===== src/rtl/core/slpl_pkg.sv =====
// Shared types, constants and helper functions for the stereo lookahead peak limiter.
// Used by every module of the limiter core; depends on nothing else.
package slpl_pkg;

	localparam int SAMPLE_BITS = 24;
	localparam int FRAC_BITS   = SAMPLE_BITS - 1;
	localparam int MAX_DELAY   = 512;
	localparam int ADDR_W      = $clog2(MAX_DELAY);
	localparam int FILL_W      = ADDR_W + 1;
	localparam int RC_W        = 24;
	localparam int LEN_W       = 10;
	localparam int CNT_W       = (LEN_W > FILL_W) ? LEN_W : FILL_W;
	localparam int MUL_W       = (SAMPLE_BITS > RC_W) ? SAMPLE_BITS : RC_W;
	localparam int PROD_W      = 2 * MUL_W;
	localparam int DIV_STEPS   = SAMPLE_BITS;
	localparam int DIV_CNT_W   = $clog2(DIV_STEPS + 1);
	localparam int APB_AW      = 4;
	localparam int APB_DW      = 32;

	typedef logic [SAMPLE_BITS-1:0] sample_t;
	typedef logic [MUL_W-1:0]       mul_op_t;
	typedef logic [PROD_W-1:0]      prod_t;

	localparam sample_t UNITY          = sample_t'(1) << FRAC_BITS;
	localparam sample_t CEILING_RESET  = sample_t'(8103822);
	localparam logic [RC_W-1:0]  RELEASE_RESET = RC_W'(4660);
	localparam logic [LEN_W-1:0] DELAY_RESET   = LEN_W'(97);

	typedef enum logic [1:0] {
		REG_CEILING = 2'd0,
		REG_RELEASE = 2'd1,
		REG_DELAY   = 2'd2
	} reg_idx_t;

	typedef enum logic [3:0] {
		ST_IDLE,
		ST_PREP,
		ST_DIV1,
		ST_REL,
		ST_GAIN,
		ST_DIV2,
		ST_MULL,
		ST_MULR,
		ST_FIN
	} state_t;

	// Magnitude of a two's complement sample; the most negative code maps to 2^FRAC_BITS.
	function automatic sample_t magnitude(input sample_t s);
		magnitude = s[SAMPLE_BITS-1] ? (~s + sample_t'(1)) : s;
	endfunction

	// Takes a magnitude times gain product back to Q1.x and restores the sign.
	function automatic sample_t scale_out(input prod_t p, input logic neg);
		sample_t m;
		m = p[FRAC_BITS +: SAMPLE_BITS];
		scale_out = neg ? (sample_t'(0) - m) : m;
	endfunction

endpackage


===== src/rtl/core/slpl_mult.sv =====
// Shared registered multiplier used for the release step and both sample scalings.
// Depends on slpl_pkg for operand and product widths.
module slpl_mult (
	input  logic              clk,
	input  logic              en,
	input  slpl_pkg::mul_op_t a,
	input  slpl_pkg::mul_op_t b,
	output slpl_pkg::prod_t   prod
);

	slpl_pkg::prod_t prod_q;

	always_ff @(posedge clk) begin
		if (en) begin
			prod_q <= slpl_pkg::prod_t'(a) * slpl_pkg::prod_t'(b);
		end
	end

	assign prod = prod_q;

endmodule


===== config.mk =====
export PLATFORM = sky130hd
export DESIGN_NAME = slpl_mult
export DESIGN_NICKNAME = d
export VERILOG_FILES = /design/src/rtl/core/slpl_pkg.sv /design/src/rtl/core/slpl_mult.sv
export SDC_FILE = /design/constraint.sdc
export NUM_CORES = 1
export LEC_CHECK = 0
export BUFFER_PORTS_ARGS = -buffer_cell sky130_fd_sc_hd__buf_2
export CORE_MARGIN = 1.5
export CORE_UTILIZATION = 44
export CTS_BUF_LIST = sky130_fd_sc_hd__clkbuf_16
export DETAILED_ROUTE_END_ITERATION = 12
export HOLD_SLACK_MARGIN = 0.08
export PLACE_DENSITY = 0.63
export SKIP_LAST_GASP = 1
export SLEW_MARGIN = 20
export SYNTH_ARGS = -nofsm -noshare
export SYNTH_HDL_FRONTEND = slang
export SYNTH_SLANG_ARGS = --single-unit
export TNS_END_PERCENT = 30

===== constraint.sdc =====
create_clock -name clk -period 7.15 [get_ports clk]
set_clock_uncertainty 0.05 [all_clocks]
set_input_delay 0 -clock clk [delete_from_list [all_inputs] [get_ports clk]]
set_output_delay 0 -clock clk [all_outputs]
set_load 0.02 [all_outputs]

==> out/results.ini, run 1 <==
[run_status]
status=completed

[synth]
ys_top_cells_by_count=559 x inv_1, 482 x fa_1, 307 x nand2_1
ys_ff_latch=48
ys_top_cells_by_area=fa_1 47%, ha_1 11%, inv_1 10%
yosysSeqAreaShare=0.07019
synth_nets=2944
syn_area_per_cell_sq_um=9.176
post-synth-top-count-cell=inv_1
synth_edf_count=48
synth_warnings=0
yosysTopAreaCellShare=0.4699
synthCells=2238
yosysTopAreaCell=fa_1
netlist_area_sq_mm=0.02054
synth_cell_types=51
async_flop_share=0
synth_ff_type=edfxtp_1

[timing]
worstMarginPinSlew_ns=0.6448
drv_slew=0
hold_viol=0
finalSetupTns_ns=0
fin_crit_sh=0.9376
max_freq_mhz=149.2
setup_viol=0
finalCriticalPeriod_ns=6.704
rsz0062_at_grt=no
relSlewSlack=0.5701
setup_ws_ns=0.4464

[clocking]
cts_resized=0
cts_buffers=5
clkTransAtPathRegs_ns=0.07
ctsHtreeMaxLevel=2
cts.sinks=48
tritoncts=done
clockBufferDepth=2
cts_root_buffer=clkbuf_16
post-cts-setup-buffers=0
holdBufCountCts=0

[floorplan]
die_height_um=219.0
die_w_um=219.0
core_region_area_sq_mm=0.04567
dieArea_sq_mm=0.04798
num_rows=78
initial_utilization=0.4496
ios=98

[place]
pre_cts_slack_ns=0.1428
dp_hpwl_um=45560
port_buffers=97
gp_congestion=0.8870
placed_cell_area_sq_mm=0.02170
dp_cells=2874

[critical_path]
crit_path_start_kind=input pin
crit_required_ns=7.16
crit_path_frequent_cell=fa_1
path_class=in2reg
arrival_ns=6.72
critPathSlowestCell=fa_1
critical_path.max_stage_delay_ns=0.62
end_kind=flip-flop
path_max_fanout=24
cp_cell_sequence=buf_2 -> nand2_1 -> fa_1 -> inv_1 -> fa_1 -> fa_1 -> fa_1 -> fa_1 -> fa_1 -> inv_1 -> fa_1 -> inv_1 -> ha_1 -> and4_4 -> nor3b_2 -> a22oi_1 -> a2111oi_4 -> o21ai_1 -> a21oi_1 -> nand4_1 -> and3_1

[detailed_routing]
vias=14910
drt-initial-drc-count=836
routed_via_density=5.174
drt.antenna.violating_nets=0
wirelength_um=55920
drc_errors=0
drt-pass1-iter-count=5
wire_per_inst_um=19.40

[grt]
grt_pass1_vias=16470
antenna_found_initial=1
overflow=0
grt_pass1_wl_um=88860
grt_max_degree=49
gr-usage-all-layers=0.2446

[worst_hold_path]
hold_class=in2reg
hp-start=a[0]
worst_hold_path.num_cells=2
whs_endpoint=prod[0]

[job]
cap_violations=0

[final_layout]
largest_register_ffs=48
insertedDiodeCount=0
final_cell_area_sq_mm=0.02186
layout-drive-gt1-share=0.07099
fin_nets=2987
num-fill-cells=4397
area_delta_synth_final_pct=6.465
fin_cells=2882

layout by cell type, fill, tap and decap left out, types with 7 or more instances in the layout:
cell / count
a211oi_1: 7
o21ai_0: 15
nand4_1: 13
nor2_1: 21
nor3_1: 10
o21bai_1: 8
a21oi_1: 48
nand2_1: 307
nand3_1: 14
buf_2: 97
fa_1: 482
a21o_1: 16
edfxtp_1: 48
and2_1: 304
buf_4: 44
xor2_1: 13
xnor2_1: 30
inv_1: 560
ha_1: 174
cells by family (layout without fill, tap and decap cells):
group                    count (synthesis)  count (layout)  share of synthesized area
AND/OR/NAND/NOR                        696             696                     0.1716
buffers and inverters                  664             708                     0.1218
adder cells (fa/ha/maj)                656             656                     0.5759
AO/OA/AOI/OAI                          131             131                    0.04216
flip-flops                              48              48                    0.07019
XOR/XNOR                                43              43                    0.01834
layer usage:
layer  vias to the layer above  share of wire  global-route usage
met5                         -              0                   0
met4                         0          0.050              0.1082
met3                       127          0.058             0.03770
met2                       470           0.51              0.4268
met1                      7689           0.39              0.2987
li1                       6626              -                   -
per-stage QoR:
stage | hold WS (ns) | utilization
floorplan | 0.06250 | -
global placement | 0.3966 | 0.4751
detailed placement | 0.3920 | 0.4751
CTS | 0.1196 | 0.4787
global route | 0.1345 | 0.4787
finish | 0.1435 | 0.4787
critical path, delay by kind of cell:
family / cells / cell delay [ns]
AND/OR/NAND/NOR: 5 / 0.89
buffers and inverters: 4 / 0.65
AO/OA/AOI/OAI: 4 / 1.14
adder cells (fa/ha/maj): 8 / 4.02
cell type report:
type                            instances  area (sq um)  share of cell area
Clock inverter                          3         38.79            0.001774
Multi-Input combinational cell       1526         16590              0.7590
Tap cell                              600         750.7             0.03434
Inverter                              559          2098             0.09597
Sequential cell                        48          1441             0.06593
Timing Repair Buffer                  141         815.8             0.03731
Clock buffer                            5         125.1            0.005723
worst max path at each step:
| stage | from | to | slack, ns | cells past startpoint |
|---|---|---|---|---|
| after floorplan | b[3] | prod[46] | 0.97 | 24 |
| after global placement | a[6] | prod[46] | 0.21 | 21 |
| after detailed placement | a[6] | prod[46] | 0.14 | 21 |
| after CTS | a[6] | prod[46] | 0.47 | 21 |
| after global routing | a[6] | prod[44] | 0.13 | 21 |
| final | a[6] | prod[46] | 0.45 | 21 |
Power of run 1 is left out: the tool's default activity adds up to more than one toggle a clock period on the data nets, which glitch-free logic cannot reach.
==> run 2: changes to the inputs <==
- BUFFER_PORTS_ARGS: -buffer_cell sky130_fd_sc_hd__buf_2 -> not set
- CORE_MARGIN: 1.5 -> 2
- DONT_BUFFER_PORTS: not set -> 1
- PLACE_DENSITY: 0.63 -> 0.62
==> run 2 against run 1 <==
Compared with the run above:
- first-iteration DRC count is 0.48% lower
- maximum frequency is 8.2% higher
- global-route usage is 0.30 points lower
- final area is 3.2% lower
- wire length is 1.2% lower
- critical path depth stayed put
- non-clock buffer count is 133 lower
- largest cell class unchanged
- highest routed layer unchanged
==> out/results.ini, run 2 (same netlist as run 1, synthesis figures left out) <==
[floorplan]
dieArea_sq_mm=0.04842  ; +0.92%
die_w_um=220.0  ; +0.46%
die_height_um=220.0  ; +0.46%
initial_utilization=0.4430  ; -0.006638
ios=98  ; unchanged
num_rows=79  ; +1.3%
core_region_area_sq_mm=0.04636  ; +1.5%

[timing]
drv_slew=0  ; unchanged
setup_viol=0  ; unchanged
finalSetupTns_ns=0  ; unchanged
relSlewSlack=0.5340  ; -0.03611
setup_ws_ns=0.9525  ; +0.5061 ns
fin_crit_sh=0.8668  ; -0.07078
worstMarginPinSlew_ns=0.6930  ; +0.04823 ns
finalCriticalPeriod_ns=6.197  ; -0.5061 ns
rsz0062_at_grt=no
hold_viol=0  ; unchanged
max_freq_mhz=161.4  ; +8.2%

[detailed_routing]
vias=14550  ; -2.4%
drt-initial-drc-count=832  ; -0.48%
drc_errors=0  ; unchanged
drt-pass1-iter-count=5  ; unchanged
wirelength_um=55240  ; -1.2%
wire_per_inst_um=20.04  ; +3.3%
routed_via_density=5.277  ; +2.0%
drt.antenna.violating_nets=0  ; unchanged

[grt]
grt_pass1_vias=16080  ; -2.4%
gr-usage-all-layers=0.2416  ; -0.002964
use_met2=0.4312  ; +0.004444
grt_pass1_wl_um=88260  ; -0.68%
overflow=0  ; unchanged
antenna_found_initial=1  ; unchanged
grt_max_degree=49  ; unchanged
met1_usage=0.2973  ; -0.001402
busiest_layer=met2
grt_use_met3=0.02774  ; -0.009956

[final_layout]
fin_nets=2854  ; -4.5%
mostFrequentLayoutCell=inv_1
fin_cells=2757  ; -4.3%
mostFrequentLayoutCells=559 x inv_1, 482 x fa_1, 307 x nand2_1, 304 x and2_1, 174 x ha_1
layout-drive-gt1-share=0.01070  ; -0.06029
largest_register_ffs=48  ; unchanged
area_delta_synth_final_pct=3.028

[run_status]
status=completed

[critical_path]
arrival_ns=6.20  ; -0.52 ns
end_kind=flip-flop
path_class=in2reg
crit_path_start_kind=input pin
path_max_fanout=24  ; unchanged
crit_required_ns=7.15  ; about the same

[clocking]
tritoncts=done
post-cts-setup-buffers=0  ; unchanged
clkTransAtPathRegs_ns=0.07  ; about the same
cts.sinks=48  ; unchanged
cts_root_buffer=clkbuf_16
cts_buffers=5  ; unchanged
ctsHtreeMaxLevel=2  ; unchanged
clockBufferDepth=2  ; unchanged
cts_resized=0  ; unchanged

[place]
gp_congestion=0.8955  ; +0.96%
pre_cts_slack_ns=0.6458  ; +0.5030 ns
dp_cells=2741  ; -4.6%
port_buffers=0  ; -100%
dp_hpwl_um=42140  ; -7.5%

[worst_hold_path]
worst_hold_path.num_cells=3  ; +1
hold_class=in2reg

[job]
cap_violations=0  ; unchanged

-- run 2: changes by cell type in the layout (fill, tap and decap cells not counted), sizes merged --
cell / change
buf: -139
inv: -1
diode: +1
clkinv: +1
dlygate4sd3: +6
-- run 2: path summary, 6_finish.rpt --
check,start,end,slack [ns]
min,b[1],prod[2],0.12
max,a[12],prod[44],0.95
-- run 2: area by class of cell --
class	instances	area, sq um
antenna	1	2.502
clock buffer	5	125.1
clock inverter	3	42.54
fill	4436	25200
inverter	559	2098
multi-input combinational	1526	16590
sequential	48	1441
tap	607	759.5
timing repair buffer	8	95.09
-- run 2: repair_timing --
action	in CTS	in global routing
hold buffers	7	0
setup endpoints to repair	0	0
endpoints found under the hold margin	50	0
-- run 2: metal layers --
layer,wire (um),part of all wire
met1,21140,0.38
met5,0,0
met3,2935,0.053
met4,2463,0.045
met2,28700,0.52
-- run 2: metrics by stage --
stage | instance area (sq um) | util | hold WS (ns)
after floorplan | 20540 | - | 0.06250
after global placement | 20900 | 0.4508 | 0.08210
after detailed placement | 20900 | 0.4508 | 0.08394
after CTS | 21160 | 0.4563 | 0.1128
after global routing | 21160 | 0.4563 | 0.1487
final | 21160 | 0.4564 | 0.1249
-- run 2: critical path: stages --
cell and delay (ns):
and2_1 0.17, fa_1 0.54, inv_1 0.05, fa_1 0.49
inv_1 0.06, fa_1 0.48, fa_1 0.60, fa_1 0.45
fa_1 0.49, inv_1 0.05, fa_1 0.48, inv_1 0.04
ha_1 0.42, and4_4 0.29, nor3b_2 0.15, a22oi_1 0.12
a2111oi_4 0.45, o21ai_1 0.19, a21oi_1 0.38, or3_1 0.19
nand4_1 0.09
Power of run 2 is left out for the same reason.
