===== config.mk =====
export PLATFORM = sky130hd
export DESIGN_NAME = slpl_div
export DESIGN_NICKNAME = d
export VERILOG_FILES = /design/src/rtl/core/slpl_pkg.sv /design/src/rtl/core/slpl_div.sv
export SDC_FILE = /design/constraint.sdc
export NUM_CORES = 1
export LEC_CHECK = 0
export BUFFER_PORTS_ARGS = -buffer_cell sky130_fd_sc_hd__buf_4
export CAP_MARGIN = 30
export CORE_MARGIN = 3
export CORE_UTILIZATION = 48
export DETAILED_ROUTE_END_ITERATION = 6
export PLACE_DENSITY_LB_ADDON = 0.3
export SLEW_MARGIN = 10
export SYNTH_ARGS = -nofsm -noshare
export SYNTH_HDL_FRONTEND = slang
export SYNTH_SLANG_ARGS = --single-unit

===== constraint.sdc =====
create_clock -name clk -period 3.33 [get_ports clk]
set_input_delay 0.8325 -clock clk [delete_from_list [all_inputs] [get_ports clk]]
set_output_delay 0.8325 -clock clk [all_outputs]
set_load 0.02 [all_outputs]

===== src/rtl/core/slpl_pkg.sv =====
// Shared types, constants and helper functions for the stereo lookahead peak limiter.
// Used by every module of the limiter core; depends on nothing else.
package slpl_pkg;

	localparam int SAMPLE_BITS = 24;
	localparam int FRAC_BITS   = SAMPLE_BITS - 1;
	localparam int MAX_DELAY   = 512;
	localparam int ADDR_W      = $clog2(MAX_DELAY);
	localparam int FILL_W      = ADDR_W + 1;
	localparam int RC_W        = 24;
	localparam int LEN_W       = 10;
	localparam int CNT_W       = (LEN_W > FILL_W) ? LEN_W : FILL_W;
	localparam int MUL_W       = (SAMPLE_BITS > RC_W) ? SAMPLE_BITS : RC_W;
	localparam int PROD_W      = 2 * MUL_W;
	localparam int DIV_STEPS   = SAMPLE_BITS;
	localparam int DIV_CNT_W   = $clog2(DIV_STEPS + 1);
	localparam int APB_AW      = 4;
	localparam int APB_DW      = 32;

	typedef logic [SAMPLE_BITS-1:0] sample_t;
	typedef logic [MUL_W-1:0]       mul_op_t;
	typedef logic [PROD_W-1:0]      prod_t;

	localparam sample_t UNITY          = sample_t'(1) << FRAC_BITS;
	localparam sample_t CEILING_RESET  = sample_t'(8103822);
	localparam logic [RC_W-1:0]  RELEASE_RESET = RC_W'(4660);
	localparam logic [LEN_W-1:0] DELAY_RESET   = LEN_W'(97);

	typedef enum logic [1:0] {
		REG_CEILING = 2'd0,
		REG_RELEASE = 2'd1,
		REG_DELAY   = 2'd2
	} reg_idx_t;

	typedef enum logic [3:0] {
		ST_IDLE,
		ST_PREP,
		ST_DIV1,
		ST_REL,
		ST_GAIN,
		ST_DIV2,
		ST_MULL,
		ST_MULR,
		ST_FIN
	} state_t;

	// Magnitude of a two's complement sample; the most negative code maps to 2^FRAC_BITS.
	function automatic sample_t magnitude(input sample_t s);
		magnitude = s[SAMPLE_BITS-1] ? (~s + sample_t'(1)) : s;
	endfunction

	// Takes a magnitude times gain product back to Q1.x and restores the sign.
	function automatic sample_t scale_out(input prod_t p, input logic neg);
		sample_t m;
		m = p[FRAC_BITS +: SAMPLE_BITS];
		scale_out = neg ? (sample_t'(0) - m) : m;
	endfunction

endpackage


===== src/rtl/core/slpl_div.sv =====
// Restoring divider computing (ceiling << FRAC_BITS) / divisor, one quotient bit per cycle.
// Depends on slpl_pkg; the caller guarantees divisor is above the ceiling.
module slpl_div (
	input  logic                 clk,
	input  logic                 arst_n,
	input  logic                 start,
	input  slpl_pkg::sample_t    ceiling,
	input  slpl_pkg::sample_t    divisor,
	output slpl_pkg::sample_t    quotient,
	output logic                 done
);

	logic [slpl_pkg::DIV_CNT_W-1:0] cnt_q;
	logic                           done_q;
	slpl_pkg::sample_t              rem_q;
	slpl_pkg::sample_t              low_q;
	slpl_pkg::sample_t              div_q;
	slpl_pkg::sample_t              quot_q;
	logic [slpl_pkg::SAMPLE_BITS+1:0] diff;

	assign diff = {1'b0, rem_q, low_q[slpl_pkg::SAMPLE_BITS-1]} - {2'b00, div_q};

	always_ff @(posedge clk or negedge arst_n) begin
		if (!arst_n) begin
			cnt_q  <= '0;
			done_q <= 1'b0;
		end else begin
			done_q <= 1'b0;
			if (start) begin
				cnt_q <= slpl_pkg::DIV_CNT_W'(slpl_pkg::DIV_STEPS);
			end else if (cnt_q != '0) begin
				cnt_q <= cnt_q - 1'b1;
				if (cnt_q == slpl_pkg::DIV_CNT_W'(1)) begin
					done_q <= 1'b1;
				end
			end
		end
	end

	// The shifted dividend is split into an upper part that seeds the remainder and
	// a lower part that is shifted in one bit per step.
	always_ff @(posedge clk) begin
		if (start) begin
			rem_q  <= ceiling >> 1;
			low_q  <= {ceiling[0], {(slpl_pkg::SAMPLE_BITS-1){1'b0}}};
			div_q  <= divisor;
			quot_q <= '0;
		end else if (cnt_q != '0) begin
			low_q <= low_q << 1;
			if (!diff[slpl_pkg::SAMPLE_BITS+1]) begin
				rem_q  <= diff[slpl_pkg::SAMPLE_BITS-1:0];
				quot_q <= {quot_q[slpl_pkg::SAMPLE_BITS-2:0], 1'b1};
			end else begin
				rem_q  <= {rem_q[slpl_pkg::SAMPLE_BITS-2:0], low_q[slpl_pkg::SAMPLE_BITS-1]};
				quot_q <= {quot_q[slpl_pkg::SAMPLE_BITS-2:0], 1'b0};
			end
		end
	end

	assign quotient = quot_q;
	assign done     = done_q;

endmodule


==> results.txt, run 1 <==
- The first global-routing pass estimated 16600 um of wire.
* Maximum Capacitance Violations: 0
* GRT Max-Usage Layer: met2
* Highest net fanout along the worst path: 15
- Clock Latency Late Sink: 0.36 ns
- Number of distinct library cell variants in the gate-level netlist after synthesis: 58
- Setup crit start: rem_q[6]
* Vias after detailed routing: 3680
* Post-synthesis instance area: 4420 um2
* Global-route usage over all layers: 20.0%
- After filler insertion, the fill cell instance count of the layout stands at 785.
* Number of antenna violations at the first check in global routing: 0
- Cell Rows: 34
- For this run, the leading register cell type out of synthesis is sky130_fd_sc_hd__edfxtp_1.
- Critical Path RT: 3.44 ns
- Std-Cell Core Area: 8850 um2
* Synth async-reset ratio: 7.59%
- Sinks on Clock Net: 79
- Die Ht: 102 um
- Drt wl/cell: 15.5 um
- Crit Reg-Reg Endpoint: rem_q[14]
- Number of placed I/O pins: 76
- Max-slew violation count: 0
- Setup clock skew after layout: 0.0113 ns
- DRT iter0 DRCs: 208
* Pin count of the biggest net entering global routing: 69
- The analysis attributes to cell leakage a power of 0.00229 uW.
- Max IR drop VDD: 0.498 mV
- Capturing element type of the critical path: register
- The startpoint identified for the worst register-to-register timing path is rem_q[6].
- Input and output buffers added on the ports amount to 75.
* Total congestion overflow: 0
* Total power draw: 4240 uW
- For the finished layout, the period the worst path requires is 3.14 ns.
- Final worst hold slack: 0.258 ns
- Worst-path clk slew: 0.10 ns
* Clock buffers created by TritonCTS: 9
- Post-Syn Instances: 471
- Hpwl dp: 6900 um
- TritonCTS built the clock tree.
* Synth Area per Inst: 9.38 um2
* Clock Root Buffer: sky130_fd_sc_hd__clkbuf_8
- Most frequent cell after synthesis: sky130_fd_sc_hd__nand2_1
- Relative to the synthesized area, the layout overhead comes to 19.9%.
- Post-CTS Hold Buffers: 0
- The floorplan step set the die width to 102 um.
- Synth top area share: 32.6%
- Depth of the worst register-to-register path: 10
- Setup violations remaining at the end of the flow were counted as 0.
- For this run, global-route usage on met1 was measured as 25.8%.
* DIE AREA: 10400 um2
- After synthesis, flip-flops and latches occupy 47.4% of the total area.
* YS warnings: 0
* Final number of hold-violating endpoints: 0
- Data on the critical path arrives at its endpoint at 3.25 ns.
- Ranked by total cell area, the synthesized netlist is headed by sky130_fd_sc_hd__edfxtp_1 33%, sky130_fd_sc_hd__dfxtp_1 11%, sky130_fd_sc_hd__nand2_1 7.8%.
- Counting flops and latches in the post-synthesis netlist gives 79.
- Counting instances in the post-synthesis netlist gives the leading cell types as 92 x sky130_fd_sc_hd__nand2_1, 48 x sky130_fd_sc_hd__edfxtp_1, 44 x sky130_fd_sc_hd__a21oi_1, 37 x sky130_fd_sc_hd__nor2_1, 30 x sky130_fd_sc_hd__inv_1.
* Post-synth EDFFs: 48
- Once detail routing completed, the nets flagged for antenna violations numbered 0.
- The H-tree generated during clock tree synthesis spans 3 levels.
- In this run the register-to-register setup slack is 0.19 ns.
- Share of the clock period used by the worst path: 94.4%
- Drt total wl: 10200 um
* RSZ-0062 raised after global routing: no
- In this run the deepest clock path goes through 2 buffers.
* Utilization after layout: 59.9%
- In this run the power density over the cells is 801 nW/um2.
- At the end of the flow, the number of nets in the layout was 622.
- Class of the most critical hold timing path: input pin to asynchronous set/reset pin
- First-pass iteration count of the detailed router: 5
* Met3 global-route usage: 5.46%
* DR DRC count: 0
- The post-route netlist has 20.3% of its cells at a drive strength greater than 1.
- The critical path ends at rem_q[14].
- Met2 demand-to-capacity share in global routing: 33.4%
- Run status: finished, final reports clean
- Number of vias per cell after detailed routing: 5.61
* Effective utilization at floorplan: 49.9%
- Last weighted congestion value of the routability-driven placer: 0.834
- 0 antenna diodes ended up in the layout.
- The worst setup path is of the register to register kind.
- In this run the tightest slew margin relative to its limit is 43.7%.
* Max Freq: 318 MHz
* Slew at the pin closest to its max-slew limit: 0.841 ns
- When the netlist entered floorplanning its net count stood at 550.
- The number of global-route vias before repair is 3573.
* Kind of start point of the critical path: register
- In the final timing run, aggregate negative setup slack is 0 ns.
- Cell taking the most area after synthesis: sky130_fd_sc_hd__edfxtp_1
## through the flow
stage	setup slack, ns	cell area [um2]	instances
floorplan	0.563	4420	471
finish	0.188	5300	656
global placement	0.257	5080	638
CTS	0.0589	5280	655
global route	0.0000875	5300	656
detailed placement	0.127	5100	639
## cell type report
| class | count | area [um2] | area share [%] |
|---|---|---|---|
| clock buffer | 9 | 124 | 2.34 |
| clock inverter | 7 | 56.3 | 1.06 |
| inverter | 30 | 113 | 2.13 |
| multi-input combinational | 340 | 2120 | 40.0 |
| sequential | 79 | 2090 | 39.5 |
| tap | 108 | 135 | 2.55 |
| timing repair buffer | 83 | 656 | 12.4 |
## sequential cells by signal (all words and copies together), names as in the netlist
register  count
quotient     24
div_q        24
done          1
low_q         1
cnt_q         5
rem_q        24
## cells by family (layout without fill, tap and decap cells)
kind of cell	Yosys count	in the layout	synth area share, %
fa+ha+maj	28	28	8.10
buf+inv	52	129	5.16
mux	5	5	1.13
simple gates	167	167	16.5
xor+xnor	16	16	3.17
compound gates	124	124	18.6
flops	79	79	47.4
## where the power goes
part	switching (uW)	internal [uW]
clock	406	279
sequential	126	1290
combinational	1210	939
total	1740	2500
## per-layer routing
metal / wire [um] / share of wire (%)
met1: 4480 / 44
met2: 4840 / 48
met3: 707 / 6.9
met4: 148 / 1.5
met5: 0 / 0
## how the worst min path moves through the flow
stage	to	slack (ns)	start
CTS	cnt_q[3]	0.25	arst_n
detailed placement	quotient[23]	0.45	quotient[23]
global placement	quotient[23]	0.44	quotient[23]
finish	cnt_q[3]	0.26	arst_n
floorplan	cnt_q[3]	0.49	cnt_q[3]
global route	cnt_q[3]	0.25	arst_n
## critical path: stages (launching register included)
cell,delay (ns)
sky130_fd_sc_hd__edfxtp_1,0.41
sky130_fd_sc_hd__ha_1,0.38
sky130_fd_sc_hd__o211ai_1,0.17
sky130_fd_sc_hd__a21boi_0,0.27
sky130_fd_sc_hd__nand3_1,0.13
sky130_fd_sc_hd__o2bb2ai_2,0.30
sky130_fd_sc_hd__o311ai_4,0.15
sky130_fd_sc_hd__a31o_2,0.39
sky130_fd_sc_hd__buf_4,0.22
sky130_fd_sc_hd__and3_2,0.21
sky130_fd_sc_hd__a221o_1,0.26
## placed cells by master (no fill, tap or decap), types with 3 or more instances in the layout
master / netlist / final
sky130_fd_sc_hd__inv_1: 30 / 30
sky130_fd_sc_hd__mux2i_1: 5 / 5
sky130_fd_sc_hd__buf_4: 1 / 80
sky130_fd_sc_hd__nor2_1: 37 / 37
sky130_fd_sc_hd__a21oi_1: 44 / 43
sky130_fd_sc_hd__clkbuf_8: 0 / 9
sky130_fd_sc_hd__nand4_1: 3 / 3
sky130_fd_sc_hd__a21o_1: 10 / 10
sky130_fd_sc_hd__clkinv_4: 0 / 3
sky130_fd_sc_hd__nor3_1: 3 / 3
sky130_fd_sc_hd__xor2_1: 4 / 4
sky130_fd_sc_hd__dfxtp_1: 25 / 25
sky130_fd_sc_hd__nand2_1: 92 / 92
sky130_fd_sc_hd__dfrtp_1: 6 / 6
sky130_fd_sc_hd__a31o_2: 3 / 3
sky130_fd_sc_hd__xnor2_1: 12 / 12
sky130_fd_sc_hd__a31oi_1: 16 / 15
sky130_fd_sc_hd__or3_1: 3 / 3
sky130_fd_sc_hd__o211ai_1: 6 / 6
sky130_fd_sc_hd__nor2b_1: 3 / 3
sky130_fd_sc_hd__and2_1: 3 / 3
sky130_fd_sc_hd__o21ai_0: 16 / 15
sky130_fd_sc_hd__edfxtp_1: 48 / 48
sky130_fd_sc_hd__and3_1: 3 / 3
sky130_fd_sc_hd__a2111oi_0: 3 / 3
sky130_fd_sc_hd__nand2b_1: 4 / 4
sky130_fd_sc_hd__a211oi_1: 4 / 3
sky130_fd_sc_hd__ha_1: 27 / 27
sky130_fd_sc_hd__nand3_1: 8 / 8
## timing repair
item,4_1_cts,5_1_grt
setup endpoints to repair,0,3
resized for setup,0,3
setup buffers,0,1
Power figures use the tool's default switching activity.
==> run 2: changes to the inputs <==
Settings changed: CORE_UTILIZATION 48 to 30, MAX_ROUTING_LAYER set to met4.
==> run 2 against run 1 <==
Final area is 3.5% higher. Power increased by 6.8%. Die area increased by 56%. Hold slack better by 0.027 ns. Sequential share of layout area shrank 1.4 points. Via count down 2.1%. Core utilization fell by 21 points. Combinational power is essentially flat. Critical endpoint is now rem_q[2]. Largest power group unchanged.
==> results.txt, run 2 (synthesis results as in run 1) <==
- Dpl cell area: 5180 um2
- Final number of hold-violating endpoints: 0
- Routability-driven placement finished with a final weighted congestion of 0.863.
- The die is 127 um tall.
- Final worst hold slack: 0.284 ns
* Depth of the worst register-to-register path: 10
- Critical Path RT: 3.40 ns
- Effective utilization at floorplan: 31.2%
- The finished cells cover 5480 um2.
- Total Nets Final: 623
- Kind of start point of the critical path: register
* Smallest setup slack after layout: 0.237 ns
- Setup clock skew after layout: 0.00955 ns
- Arrival time of the worst setup path: 3.16 ns
* Placed Instances: 712
- For this run the aggregate overflow at the end of global routing stands at 0.
* Max-slew violation count: 0
- Run status: finished, final reports clean
- The region available for standard cell placement spans 14100 um2.
- Hpwl dp: 7660 um
* Antenna cells: 0
- In this run the horizontal extent of the chip is 127 um.
- Clock Root Buffer: sky130_fd_sc_hd__clkbuf_16
- Finished Layout Cells: 729
* Area overhead of the layout relative to synthesis: 24.2%
* Number of placed I/O pins: 76
- Share of the clock period used by the worst path: 92.9%
* Total power density per cell area: 826 nW/um2
- Clock tree from TritonCTS: yes
- Derived from the worst setup path, the maximum achievable clock frequency is 323 MHz.
- In the routed layout, each cell is associated on average with a via count of 4.94.
* Clock Latency Late Sink: 0.34 ns
- DR DRC count: 0
* First-pass iteration count of the detailed router: 4
* Worst Path Class, Setup: register to register
- Drt total wl: 10800 um
- Before CTS, the worst setup slack after placement is 0.116 ns.
- The number of global-route vias before repair came to 3628.
- Maximum Capacitance Violations: 0
* Slew HR: 50.9%
* Most frequent standard cell in the layout excluding fill and tap cells: sky130_fd_sc_hd__nand2_1
* Port bufs: 75
- In this run the number of H-tree levels came out at 3.
- Clock period minus final worst setup slack: 3.09 ns
* Class of the most critical hold timing path: input pin to asynchronous set/reset pin
- Entering global routing, the biggest net connects 54 pins.
- After clock tree synthesis, the clock-pin slew on the worst setup and hold paths is 0.06 ns.
- Summing over every cut layer, the via total after detailed routing is 3601.
- Dividing the detail-routed wire length by the instance count gives 14.8 um.
- Wire length of the first global-routing pass: 17400 um
- The longest clock path from root to sink contains 2 buffers.
* Global-route usage over all layers: 14.0%
- The analysis attributes to cell leakage a power of 0.00234 uW.
* Number of endpoints failing setup at the final stage: 0
- The post-route netlist has 19.9% of its cells at a drive strength greater than 1.
- Commonest non-fill, non-tap cells in the layout: 92 x sky130_fd_sc_hd__nand2_1, 83 x sky130_fd_sc_hd__buf_4, 48 x sky130_fd_sc_hd__edfxtp_1
- Number of routed nets with antenna violations: 0
- Capturing element type of the critical path: register
- IR analysis of the VDD net gives a maximum drop of 0.267 mV.
- DRT iter0 DRCs: 158
* Cell Rows: 43
* Number of antenna violations at the first check in global routing: 0
- Buffers inserted to repair hold after CTS numbered 0.
- In this run the worst path has a maximum fanout of 15.
* RSZ-0062 raised after global routing: yes
- Clock buffers created by TritonCTS: 9
* Slew at the pin closest to its max-slew limit: 0.718 ns
- Sinks on Clock Net: 79
- DIE AREA: 16200 um2
[run 2: cell count changes in the layout (fill, tap and decap cells not counted), moves of 2 or more]
cell / previous run / this run
sky130_fd_sc_hd__buf_4: 80 / 83
sky130_fd_sc_hd__clkbuf_1: 0 / 2
sky130_fd_sc_hd__clkbuf_16: 0 / 10
sky130_fd_sc_hd__clkbuf_8: 9 / 1
sky130_fd_sc_hd__inv_6: 2 / 0
[run 2: critical path, stage by stage (launching register included)]
cell and delay (ns):
sky130_fd_sc_hd__edfxtp_1 0.40, sky130_fd_sc_hd__ha_1 0.39, sky130_fd_sc_hd__o211ai_1 0.18, sky130_fd_sc_hd__a21boi_0 0.27, sky130_fd_sc_hd__nand3_1 0.13, sky130_fd_sc_hd__o2bb2ai_2 0.27, sky130_fd_sc_hd__o311ai_4 0.14, sky130_fd_sc_hd__a31oi_2 0.54
sky130_fd_sc_hd__buf_12 0.23, sky130_fd_sc_hd__mux2i_1 0.19, sky130_fd_sc_hd__o21ai_0 0.09
[run 2: layout make-up]
| type | instances | area [um2] |
|---|---|---|
| flip-flops and latches | 79 | 2090 |
| well taps | 180 | 225 |
| clock buffers | 13 | 272 |
| repair buffers | 84 | 643 |
| clock inverters | 3 | 23.8 |
| multi-input cells | 340 | 2120 |
| fillers | 1416 | 8670 |
| inverters | 30 | 113 |
[run 2: layer usage]
metal	routed length (um)	track usage [%]	vias to the layer above	share of wire, %
li1	-	-	1820	-
met1	4920	17.2	1662	46
met2	4900	21.2	103	45
met3	779	5.23	16	7.2
met4	183	4.61	0	1.7
met5	0	-	-	0
[run 2: timing repair]
item,in CTS,in global routing
resized for setup,0,1
setup endpoints to repair,0,5
buffers inserted,0,1
[run 2: final timing paths]
check | from | slack, ns | to
setup / recovery | rem_q[6] | 0.24 | rem_q[2]
hold / removal | arst_n | 0.28 | cnt_q[1]
setup reg to reg | rem_q[6] | 0.24 | rem_q[2]
hold reg to reg | quotient[23] | 0.46 | quotient[23]
max in group asynchronous | arst_n | 2.93 | cnt_q[3]
min in group clk | quotient[23] | 0.46 | quotient[23]
[run 2: where the power goes]
part           switching [uW]  total [uW]  leakage, uW  internal [uW]
clock network             409         984     0.000145            575
registers                 122        1410     0.000763           1290
logic                    1200        2140      0.00143            936
[run 2: per-stage QoR]
| stage | setup TNS (ns) | total power, uW | util [%] |
|---|---|---|---|
| 2_1_floorplan | 0 | 3070 | - |
| 3_3_place_gp | 0 | 3500 | 36.6 |
| 3_5_place_dp | 0 | 3520 | 36.6 |
| 4_1_cts | 0 | 4540 | 38.7 |
| 5_1_grt | -0.00380 | 4860 | 38.8 |
| 6_report | 0 | 4530 | 38.8 |
